--- src/rtl/bda_pkg.sv ---
// ----------------------------------------------------------------------------
// bda_pkg
// Shared types, constants and the double-dabble step for the binary to
// decimal ascii converter.
// ----------------------------------------------------------------------------
package bda_pkg;

	typedef enum logic [1:0] {
		CMD_S16 = 2'd0,
		CMD_U16 = 2'd1,
		CMD_U32 = 2'd2
	} cmd_t;

	localparam int unsigned DIGITS     = 10;
	localparam int unsigned BCD_W      = 4 * DIGITS;
	localparam int unsigned BIN_W      = 32;
	localparam int unsigned STEPS_PER  = 8;
	localparam int unsigned RUN_MAX    = 11;
	localparam int unsigned CNT_W      = 4;

	localparam logic [7:0] CHAR_ZERO   = 8'd48;
	localparam logic [7:0] CHAR_MINUS  = 8'd45;
	localparam logic [7:0] CHAR_PLUS   = 8'd43;
	localparam logic [7:0] CHAR_NUL    = 8'd0;

	localparam logic [CNT_W-1:0] LEN_S16 = CNT_W'(7);
	localparam logic [CNT_W-1:0] LEN_U16 = CNT_W'(6);
	localparam logic [CNT_W-1:0] LEN_U32 = CNT_W'(11);

	typedef struct packed {
		logic [BCD_W-1:0] bcd;
		logic [BIN_W-1:0] bin;
	} dd_t;

	// eight shift-and-add-three steps
	function automatic dd_t dabble8(input dd_t x);
		dd_t r;
		r = x;
		for (int s = 0; s < STEPS_PER; s++) begin
			for (int d = 0; d < DIGITS; d++) begin
				if (r.bcd[4*d +: 4] >= 4'd5) begin
					r.bcd[4*d +: 4] = r.bcd[4*d +: 4] + 4'd3;
				end
			end
			r = {r.bcd[BCD_W-2:0], r.bin, 1'b0};
		end
		return r;
	endfunction

endpackage

--- src/rtl/binary_to_decimal_ascii_core.sv ---
// ----------------------------------------------------------------------------
// binary_to_decimal_ascii_core
// Converts a 16-bit signed, 16-bit unsigned or 32-bit unsigned number into
// zero-padded ascii decimal, closed by a nul byte marked with tlast.
// ----------------------------------------------------------------------------
// A word is taken in, its magnitude formed in the first stage and turned into
// ten bcd digits by four double-dabble stages of eight steps each; the
// output stage then sends one byte per cycle while the receiver is ready. A
// signed word gives seven bytes (sign, five digits, nul), an unsigned 16-bit
// word six and an unsigned 32-bit word eleven; a word with command 3 is taken
// and gives nothing. The first byte leaves once the word has passed the first
// stage and the four dabble stages and is loaded. The output stage sets the
// rate; the next word is loaded in the cycle its predecessor's last byte goes.
module binary_to_decimal_ascii_core (
	input  logic        clk,
	input  logic        arst_n,
	input  logic        s_axis_tvalid,
	output logic        s_axis_tready,
	input  logic [39:0] s_axis_tdata,  // command [1:0], value [33:2], zero pad
	output logic        m_axis_tvalid,
	input  logic        m_axis_tready,
	output logic [7:0]  m_axis_tdata,  // char_byte [7:0]
	output logic        m_axis_tlast
);

	localparam int unsigned BUF_W = 8 * bda_pkg::RUN_MAX;

	logic               v_s1, v_s2, v_s3, v_s4, v_s5;
	logic               adv1, adv2, adv3, adv4, adv5, load;
	bda_pkg::cmd_t      cmd_s1, cmd_s2, cmd_s3, cmd_s4, cmd_s5;
	logic               neg_s1, neg_s2, neg_s3, neg_s4, neg_s5;
	bda_pkg::dd_t       dd_s1, dd_s2, dd_s3, dd_s4, dd_s5;
	logic [BUF_W-1:0]   buf_q;
	logic [bda_pkg::CNT_W-1:0] cnt_q;

	bda_pkg::cmd_t      in_cmd;
	logic [31:0]        in_value;
	logic [15:0]        in_bits;
	logic               in_ok;
	logic               in_neg;
	logic [15:0]        in_mag16;
	logic [BUF_W-1:0]   load_buf;
	logic [bda_pkg::CNT_W-1:0] load_len;

	// pipeline flow
	assign load = (cnt_q == '0) || (m_axis_tready && cnt_q == bda_pkg::CNT_W'(1));
	assign adv5 = !v_s5 || load;
	assign adv4 = !v_s4 || adv5;
	assign adv3 = !v_s3 || adv4;
	assign adv2 = !v_s2 || adv3;
	assign adv1 = !v_s1 || adv2;
	assign s_axis_tready = adv1;

	// input decode
	always_comb begin
		in_cmd   = bda_pkg::cmd_t'(s_axis_tdata[1:0]);
		in_value = s_axis_tdata[33:2];
		in_bits  = in_value[15:0];
		case (in_cmd)
			bda_pkg::CMD_S16,
			bda_pkg::CMD_U16,
			bda_pkg::CMD_U32: in_ok = 1'b1;
			default:          in_ok = 1'b0;
		endcase
		in_neg   = (in_cmd == bda_pkg::CMD_S16) && in_bits[15];
		in_mag16 = in_neg ? (~in_bits + 16'd1) : in_bits;
	end

	always_ff @(posedge clk or negedge arst_n) begin
		if (!arst_n) begin
			v_s1 <= 1'b0;
			v_s2 <= 1'b0;
			v_s3 <= 1'b0;
			v_s4 <= 1'b0;
			v_s5 <= 1'b0;
		end else begin
			if (adv1) v_s1 <= s_axis_tvalid && in_ok;
			if (adv2) v_s2 <= v_s1;
			if (adv3) v_s3 <= v_s2;
			if (adv4) v_s4 <= v_s3;
			if (adv5) v_s5 <= v_s4;
		end
	end

	always_ff @(posedge clk) begin
		if (adv1) begin
			cmd_s1     <= in_cmd;
			neg_s1     <= in_neg;
			dd_s1.bcd  <= '0;
			dd_s1.bin  <= (in_cmd == bda_pkg::CMD_U32) ? in_value : {16'd0, in_mag16};
		end
		if (adv2) begin
			cmd_s2 <= cmd_s1;
			neg_s2 <= neg_s1;
			dd_s2  <= bda_pkg::dabble8(dd_s1);
		end
		if (adv3) begin
			cmd_s3 <= cmd_s2;
			neg_s3 <= neg_s2;
			dd_s3  <= bda_pkg::dabble8(dd_s2);
		end
		if (adv4) begin
			cmd_s4 <= cmd_s3;
			neg_s4 <= neg_s3;
			dd_s4  <= bda_pkg::dabble8(dd_s3);
		end
		if (adv5) begin
			cmd_s5 <= cmd_s4;
			neg_s5 <= neg_s4;
			dd_s5  <= bda_pkg::dabble8(dd_s4);
		end
	end

	// byte run, first byte lowest
	always_comb begin
		load_buf = '0;
		case (cmd_s5)
			bda_pkg::CMD_S16: begin
				load_buf[7:0] = neg_s5 ? bda_pkg::CHAR_MINUS : bda_pkg::CHAR_PLUS;
				for (int i = 1; i <= 5; i++) begin
					load_buf[8*i +: 8] = {4'h3, dd_s5.bcd[4*(5-i) +: 4]};
				end
				load_len = bda_pkg::LEN_S16;
			end
			bda_pkg::CMD_U16: begin
				for (int i = 0; i < 5; i++) begin
					load_buf[8*i +: 8] = {4'h3, dd_s5.bcd[4*(4-i) +: 4]};
				end
				load_len = bda_pkg::LEN_U16;
			end
			default: begin
				for (int i = 0; i < 10; i++) begin
					load_buf[8*i +: 8] = {4'h3, dd_s5.bcd[4*(9-i) +: 4]};
				end
				load_len = bda_pkg::LEN_U32;
			end
		endcase
	end

	always_ff @(posedge clk or negedge arst_n) begin
		if (!arst_n) begin
			cnt_q <= '0;
		end else if (load) begin
			cnt_q <= v_s5 ? load_len : '0;
		end else if (m_axis_tready && cnt_q != '0) begin
			cnt_q <= cnt_q - bda_pkg::CNT_W'(1);
		end
	end

	always_ff @(posedge clk) begin
		if (load) begin
			buf_q <= load_buf;
		end else if (m_axis_tready && cnt_q != '0) begin
			buf_q <= {8'h00, buf_q[BUF_W-1:8]};
		end
	end

	assign m_axis_tvalid = (cnt_q != '0);
	assign m_axis_tdata  = buf_q[7:0];
	assign m_axis_tlast  = (cnt_q == bda_pkg::CNT_W'(1));

`ifndef SYNTHESIS
	a_cnt_range: assert property (@(posedge clk) disable iff (!arst_n)
		cnt_q <= bda_pkg::CNT_W'(bda_pkg::RUN_MAX))
		else $error("byte count out of range");

	a_last_nul: assert property (@(posedge clk) disable iff (!arst_n)
		m_axis_tvalid && m_axis_tlast |-> m_axis_tdata == bda_pkg::CHAR_NUL)
		else $error("last byte is not nul");

	a_body_not_nul: assert property (@(posedge clk) disable iff (!arst_n)
		m_axis_tvalid && !m_axis_tlast |-> m_axis_tdata != bda_pkg::CHAR_NUL)
		else $error("nul byte inside a run");

	a_stall_hold: assert property (@(posedge clk) disable iff (!arst_n)
		v_s5 && !load |=> v_s5 && $stable(dd_s5.bcd))
		else $error("waiting word lost in last stage");

	a_idle_after_last: assert property (@(posedge clk) disable iff (!arst_n)
		m_axis_tvalid && m_axis_tready && m_axis_tlast && !v_s5 |=> !m_axis_tvalid)
		else $error("byte sent without a word");
`endif

endmodule
--- config.mk ---
export PLATFORM = sky130hd
export DESIGN_NAME = binary_to_decimal_ascii_core
export DESIGN_NICKNAME = d
export VERILOG_FILES = /design/src/rtl/bda_pkg.sv /design/src/rtl/binary_to_decimal_ascii_core.sv
export SDC_FILE = /design/constraint.sdc
export NUM_CORES = 1
export LEC_CHECK = 0
export BUFFER_PORTS_ARGS = -buffer_cell sky130_fd_sc_hd__buf_2
export CORE_MARGIN = 8
export CORE_UTILIZATION = 50
export DETAILED_ROUTE_END_ITERATION = 7
export PLACE_DENSITY = 0.76
export RECOVER_POWER = 25
export SLEW_MARGIN = 10
export SYNTH_ARGS = -nofsm -noshare
export SYNTH_HDL_FRONTEND = slang
export SYNTH_SLANG_ARGS = --single-unit
--- constraint.sdc ---
create_clock -name clk -period 8.3 [get_ports clk]
set_input_delay 1.245 -clock clk [delete_from_list [all_inputs] [get_ports clk]]
set_output_delay 1.245 -clock clk [all_outputs]
set_load 0.02 [all_outputs]
[Word level (Yosys, flattened, before mapping)]
Index checks and enable logic that the tools add are counted.
Word-level totals
  bits in registers: 344
Cells by class
  add/subtract/negate cells: 277
  magnitude comparators: 275
  eq/ne operators: 4
  muxes and demuxes: 526
  bitwise operators: 1
  reductions and logical operators: 22
Operators with widths (count)
  4-bit two-way mux: 471
  4-bit by 3-bit greater-or-equal comparator with 1-bit output (second input constant): 275
  4-bit by 2-bit adder with 4-bit output (second input constant): 251
  80-bit two-way mux: 2
  3-bit two-way mux: 46
  3-bit by 2-bit adder with 3-bit output (second input constant): 24
  36-bit case mux with 2 select lines: 1
  16-bit two-way mux: 2
  30-bit two-way mux: 1
  16-bit by 1-bit adder with 16-bit output (second input constant): 1
  16-bit NOT: 1
  6-bit case mux with 2 select lines: 1
  4-bit case mux with 2 select lines: 1
  1-bit logical OR: 6
  1-bit zero test: 5
  2-bit by 1-bit equality test with 1-bit output (second input constant): 2
  4-bit by 1-bit equality test with 1-bit output (second input constant): 1
  1-bit logical AND: 4
  2-bit zero test: 2
  4-bit zero test: 1
  4-bit nonzero test: 1
  4-bit by 1-bit subtractor with 4-bit output (second input constant): 1
  3-bit OR reduction: 1
  2-bit equality test (second input constant): 1
  other kinds (3): 3

[Depth between registers and ports, before layout]
  word-level depth: 28
  mapped depth: 41
  gate-level depth less buffers: 40

[Worst setup path before layout]
Ideal clock, no wire load.
  kind: register to register
  start: reg dd_s2[32] (netlist name)
  end: reg dd_s3[44] (netlist name) (data pin)
  setup time: 272 ps
  data arrival time: 6346 ps
  data required time: 8028 ps
  slack: 1682 ps
  stages on the path, launching flop included: 37
  buffers on the path: 1
  period minus slack after synthesis: 6618 ps
  path through: edfxtp_1 clkbuf_1 inv_1 ha_1 nand2b_1 nor3b_1 a21oi_1 inv_1 ha_1 inv_1 a21oi_1 o22a_1 inv_1 ha_1 nor4_1 o31ai_1 and2_1 inv_1 ha_1 nand2_1 o221ai_1 a221oi_1 or2_2 o211ai_1 inv_1 ha_1 inv_1 a21o_1 a2bb2oi_1 inv_1 ha_1 nor3_1 a31oi_1 a211oi_1 a21oi_1 o21ai_0 xor2_1
On the way
  longest elaborated chain between the ends: 23
Ends and longest elaborated chain
  start, declared: RTL line binary_to_decimal_ascii_core.sv:32  | bda_pkg::dd_t dd_s1, dd_s2, dd_s3, dd_s4, dd_s5;
  start signal, assigned: RTL line binary_to_decimal_ascii_core.sv:95  | dd_s2 <= bda_pkg::dabble8(dd_s1);
  4-bit by 2-bit adder with 4-bit output or 4-bit by 3-bit greater-or-equal comparator with 1-bit output (tied branches): RTL line bda_pkg.sv:42, bda_pkg.sv:41
  4-bit two-way mux (*): RTL line bda_pkg.sv:41  | if (r.bcd[4*d +: 4] >= 4'd5) begin
  4-bit two-way mux (*): RTL line binary_to_decimal_ascii_core.sv:97  | if (adv3) begin
  4-bit by 2-bit adder with 4-bit output or 4-bit by 3-bit greater-or-equal comparator with 1-bit output (tied branches): RTL line bda_pkg.sv:42, bda_pkg.sv:41
  4-bit two-way mux: RTL line bda_pkg.sv:41
  4-bit two-way mux: RTL line binary_to_decimal_ascii_core.sv:97
  4-bit by 2-bit adder with 4-bit output or 4-bit by 3-bit greater-or-equal comparator with 1-bit output (tied branches): RTL line bda_pkg.sv:42, bda_pkg.sv:41
  4-bit two-way mux: RTL line bda_pkg.sv:41
  [7 not listed]
  4-bit by 2-bit adder with 4-bit output or 4-bit by 3-bit greater-or-equal comparator with 1-bit output (tied branches): RTL line bda_pkg.sv:42, bda_pkg.sv:41
  4-bit two-way mux: RTL line bda_pkg.sv:41
  4-bit two-way mux: RTL line binary_to_decimal_ascii_core.sv:97
  4-bit by 2-bit adder with 4-bit output or 4-bit by 3-bit greater-or-equal comparator with 1-bit output (tied branches): RTL line bda_pkg.sv:42, bda_pkg.sv:41
  4-bit two-way mux: RTL line bda_pkg.sv:41
  4-bit two-way mux: RTL line binary_to_decimal_ascii_core.sv:97
  4-bit by 2-bit adder with 4-bit output or 4-bit by 3-bit greater-or-equal comparator with 1-bit output (tied branches): RTL line bda_pkg.sv:42, bda_pkg.sv:41
  4-bit two-way mux (*): RTL line bda_pkg.sv:41
  end signal, assigned: RTL line binary_to_decimal_ascii_core.sv:100  | dd_s3 <= bda_pkg::dabble8(dd_s2);
  end, declared: RTL line binary_to_decimal_ascii_core.sv:32
Mark *: on every way between the ends. The rest lies on a longest branch, timed or not. The select of a mux whose other input is x is not followed.
A chain may end at the register's enable or synchronous reset.

[Worst setup path after layout]
  start: reg dd_s3[32] (netlist name)
  end: reg dd_s4[37] (netlist name) (data pin)
On the way
  longest elaborated chain between the ends: 23
Ends and longest elaborated chain
  4-bit by 2-bit adder with 4-bit output or 4-bit by 3-bit greater-or-equal comparator with 1-bit output (tied branches): RTL line bda_pkg.sv:42, bda_pkg.sv:41
  4-bit two-way mux (*): RTL line bda_pkg.sv:41
  4-bit two-way mux (*): RTL line binary_to_decimal_ascii_core.sv:102  | if (adv4) begin
  4-bit by 2-bit adder with 4-bit output or 4-bit by 3-bit greater-or-equal comparator with 1-bit output (tied branches): RTL line bda_pkg.sv:42, bda_pkg.sv:41
  4-bit two-way mux: RTL line bda_pkg.sv:41
  4-bit two-way mux: RTL line binary_to_decimal_ascii_core.sv:102
  4-bit by 2-bit adder with 4-bit output or 4-bit by 3-bit greater-or-equal comparator with 1-bit output (tied branches): RTL line bda_pkg.sv:42, bda_pkg.sv:41
  4-bit two-way mux: RTL line bda_pkg.sv:41
  [7 not listed]
  4-bit by 2-bit adder with 4-bit output or 4-bit by 3-bit greater-or-equal comparator with 1-bit output (tied branches): RTL line bda_pkg.sv:42, bda_pkg.sv:41
  4-bit two-way mux: RTL line bda_pkg.sv:41
  4-bit two-way mux: RTL line binary_to_decimal_ascii_core.sv:102
  4-bit by 2-bit adder with 4-bit output or 4-bit by 3-bit greater-or-equal comparator with 1-bit output (tied branches): RTL line bda_pkg.sv:42, bda_pkg.sv:41
  4-bit two-way mux: RTL line bda_pkg.sv:41
  4-bit two-way mux: RTL line binary_to_decimal_ascii_core.sv:102
  4-bit by 2-bit adder with 4-bit output or 4-bit by 3-bit greater-or-equal comparator with 1-bit output (tied branches): RTL line bda_pkg.sv:42, bda_pkg.sv:41
  4-bit two-way mux (*): RTL line bda_pkg.sv:41
  end signal, assigned: RTL line binary_to_decimal_ascii_core.sv:105  | dd_s4 <= bda_pkg::dabble8(dd_s3);
  end, declared: RTL line binary_to_decimal_ascii_core.sv:32
Marked as above.

==> impl_metrics.env <==
export IMPL_finalNetCount=3707
export IMPL_worstSetupEndpointType="flip-flop"
export IMPL_cts_buffers=30
export IMPL_slew_violations=81
export IMPL_maxSlewHeadroom_pct=-89.28
export IMPL_drv_cap=1
export IMPL_synth_flop_cell="edfxtp_1"
export IMPL_max_freq_mhz=133.5
export IMPL_die_height_um=255.0
export IMPL_ys_types=126
export IMPL_area_growth_pct=6.344
export IMPL_tightest_slew_ps=2839
export IMPL_fin_ws_ps=807.4
export IMPL_cp_slowest_cell="edfxtp_1"
export IMPL_layout_min_cycle_time_ps=7493
export IMPL_cts_htree_levels=1
export IMPL_setup_viol=0
export IMPL_synth_top_area_share_pct=26.08
export IMPL_seq_area_frac_synth_pct=26.86
export IMPL_place_worst_setup_slack_ps=728.0
export IMPL_crit_required_ps=8640
export IMPL_yosys_area_top_type="edfxtp_1"
export IMPL_crit_top_cell="ha_1"
export IMPL_place_gp_congestion=0.8511
export IMPL_cts_path_max_buffers=3
export IMPL_drive_gt1_share_pct=9.296
export IMPL_die_area_mm2=0.06502
export IMPL_rows=87
export IMPL_grt_max_degree=81
export IMPL_initial_utilization_pct=50.65
export IMPL_drt_iter0_drc=1758
export IMPL_vias=25292
export IMPL_remaining_drc_errors=0
export IMPL_grt_ovfl_total=0
export IMPL_status="finished with violations"
export IMPL_synth_edf_count=248
export IMPL_diodes=0
export IMPL_ys_warnings_count=0
export IMPL_ys_seq_elements=257
export IMPL_clockRootBuffer="clkbuf_16"
export IMPL_first_pass_iters=5
export IMPL_cp_arrival_ps=7830
export IMPL_critPathTopFamily="compound AO/OA/AOI/OAI gates"
export IMPL_vias_per_cell=5.889
export IMPL_worstSkewPairLatency_ps=590
export IMPL_wirelength_um=57120
export IMPL_portBuffers=46
export IMPL_die_w_um=255.0
export IMPL_ant_nets=0
export IMPL_tritoncts_num_sinks=257
export IMPL_worst_clock_skew_ps=31.48
export IMPL_rsz0062_at_grt="no"
export IMPL_min_period_over_period_pct=90.27
export IMPL_tns_ps=0
export IMPL_nFillCells=5246
export IMPL_io_pins=55
export IMPL_critPathMaxFanout=13
export IMPL_path_class="flip-flop to flip-flop"
export IMPL_critPathLaunchType="flip-flop"
export IMPL_post_cts_buffers=0
export IMPL_wl_per_cell_um=13.30
export IMPL_antenna_found_initial=0
export IMPL_critPathMaxStageDelay_ps=550
export IMPL_async_flop_share_pct=3.502
export IMPL_grt_pass1_wl_um=98330
export IMPL_grt_pass1_vias=22299
export IMPL_cts_tree="built"
export IMPL_grt_usage_pct=16.76
export IMPL_path_buf_inv=4
export IMPL_violations="capacitance limit, slew limit"
export IMPL_min_delay_path_class="flip-flop to flip-flop"
export IMPL_syn_area_per_cell_um2=8.068
export IMPL_coreArea_mm2=0.05639
export IMPL_synth_area_mm2=0.02856
export IMPL_synth_area_top_cells="edfxtp_1 26%, ha_1 6.5%, o21ai_0 4.8%"
export IMPL_reg2reg_setup_slack_ps=810
export IMPL_clk_pin_slew_ps=70
export IMPL_syn_inst=3540
export IMPL_place_hpwl_um=42440
export IMPL_hold_viol=0
registers in the layout, indices dropped and copies added, names as in the netlist, 2 cells and up:
name	flops
buf_q	51
cmd_s1	2
cmd_s2	2
cmd_s3	2
cmd_s4	2
cmd_s5	2
cnt_q	4
dd_s1	32
dd_s2	34
dd_s3	37
dd_s4	39
dd_s5	40
metrics by stage:
step | hold WS (ps) | cells | cell area, um2 | utilization, %
floorplan | 400.3 | 3541 | 28560 | -
global placement | 401.0 | 4239 | 29380 | 52.11
detailed placement | 404.5 | 4239 | 29380 | 52.11
CTS | 419.1 | 4295 | 30370 | 53.85
global route | 421.9 | 4295 | 30370 | 53.86
finish | 418.4 | 4295 | 30370 | 53.86
logic make-up after synthesis:
family / count (synthesis) / share of synthesized area (%)
AO/OA/AOI/OAI: 1239 / 29.85
AND/OR/NAND/NOR: 1229 / 20.85
buffers and inverters: 356 / 4.867
flip-flops: 257 / 26.86
multiplexers: 183 / 6.891
adder cells (fa/ha/maj): 154 / 6.694
XOR/XNOR: 121 / 3.969
other: 1 / 0.01313
final timing paths:
kind / to / depth (start not counted) / startpoint
setup / recovery: dd_s4[37]$_DFFE_PP_ / 35 / dd_s3[32]$_DFFE_PP_
hold / removal: dd_s2[16]$_DFFE_PP_ / 0 / dd_s1[8]$_DFFE_PP_
setup reg to reg: dd_s4[37]$_DFFE_PP_ / 35 / dd_s3[32]$_DFFE_PP_
hold reg to reg: dd_s2[16]$_DFFE_PP_ / 0 / dd_s1[8]$_DFFE_PP_
max in group asynchronous: v_s4$_DFFE_PN0P_ / 1 / arst_n
min in group asynchronous: v_s1$_DFFE_PN0P_ / 1 / arst_n
synthesized netlist by cell type (15+ instances only):
| library cell | instances |
|---|---|
| o221ai_1 | 15 |
| a21boi_0 | 18 |
| nor2_1 | 296 |
| inv_2 | 15 |
| o211ai_1 | 49 |
| o31ai_1 | 18 |
| xor2_1 | 31 |
| a21o_1 | 42 |
| a22oi_1 | 30 |
| a21oi_1 | 247 |
| and3_1 | 25 |
| a211o_1 | 27 |
| ha_1 | 148 |
| a31oi_1 | 41 |
| or2_2 | 40 |
| nand3_1 | 75 |
| o22ai_1 | 39 |
| nand2_1 | 359 |
| o21ai_1 | 51 |
| inv_1 | 220 |
| o211a_1 | 18 |
| nand2b_1 | 74 |
| o21bai_1 | 31 |
| edfxtp_1 | 248 |
| mux2i_1 | 110 |
| o21ai_0 | 272 |
| mux2_2 | 63 |
| nor3_1 | 100 |
| o21a_1 | 39 |
| or3_1 | 32 |
| and2_1 | 73 |
| nor2b_1 | 60 |
| xnor2_1 | 81 |
| a2bb2oi_1 | 17 |
| a211oi_1 | 61 |
| nand3b_1 | 17 |
| clkbuf_1 | 88 |
| nor4_1 | 16 |
| o22a_1 | 15 |
cell type report:
| class | instances | area (um2) | share of cell area, % |
|---|---|---|---|
| sequential | 257 | 7672 | 25.26 |
| multi-input combinational | 2928 | 19540 | 64.34 |
| clock buffer | 31 | 754.5 | 2.484 |
| clock inverter | 25 | 230.2 | 0.7580 |
| timing repair buffer | 62 | 340.3 | 1.121 |
| tap | 756 | 945.9 | 3.114 |
| inverter | 236 | 885.9 | 2.917 |
routing by layer:
metal | part of all wire (%) | wire, um | GRT usage [%] | vias up
li1 | - | - | - | 13211
met1 | 50 | 28590 | 23.35 | 11692
met2 | 46 | 26010 | 28.51 | 344
met3 | 3.1 | 1757 | 1.584 | 45
met4 | 1.3 | 762 | 2.779 | 0
met5 | 0 | 0 | 0 | -
repair_timing:
| action | in CTS | in global routing |
|---|---|---|
| setup endpoints to repair | 0 | 4 |
| gates resized for setup | 0 | 3 |
| hold buffers | 0 | 0 |
placed cells by master, fill, tap and decap left out, drive strengths merged, types with 60 or more instances in the layout:
| cell type | n |
|---|---|
| nand2b | 74 |
| nor2b | 60 |
| nor2 | 299 |
| ha | 148 |
| nor3 | 105 |
| xnor2 | 84 |
| o21ai | 325 |
| and2 | 74 |
| nand2 | 360 |
| mux2 | 67 |
| edfxtp | 248 |
| inv | 243 |
| a21oi | 252 |
| a211oi | 68 |
| nand3 | 75 |
| mux2i | 115 |
Power is left out: the tool's default activity adds up to more than one toggle a clock period on the data nets, which glitch-free logic cannot reach.
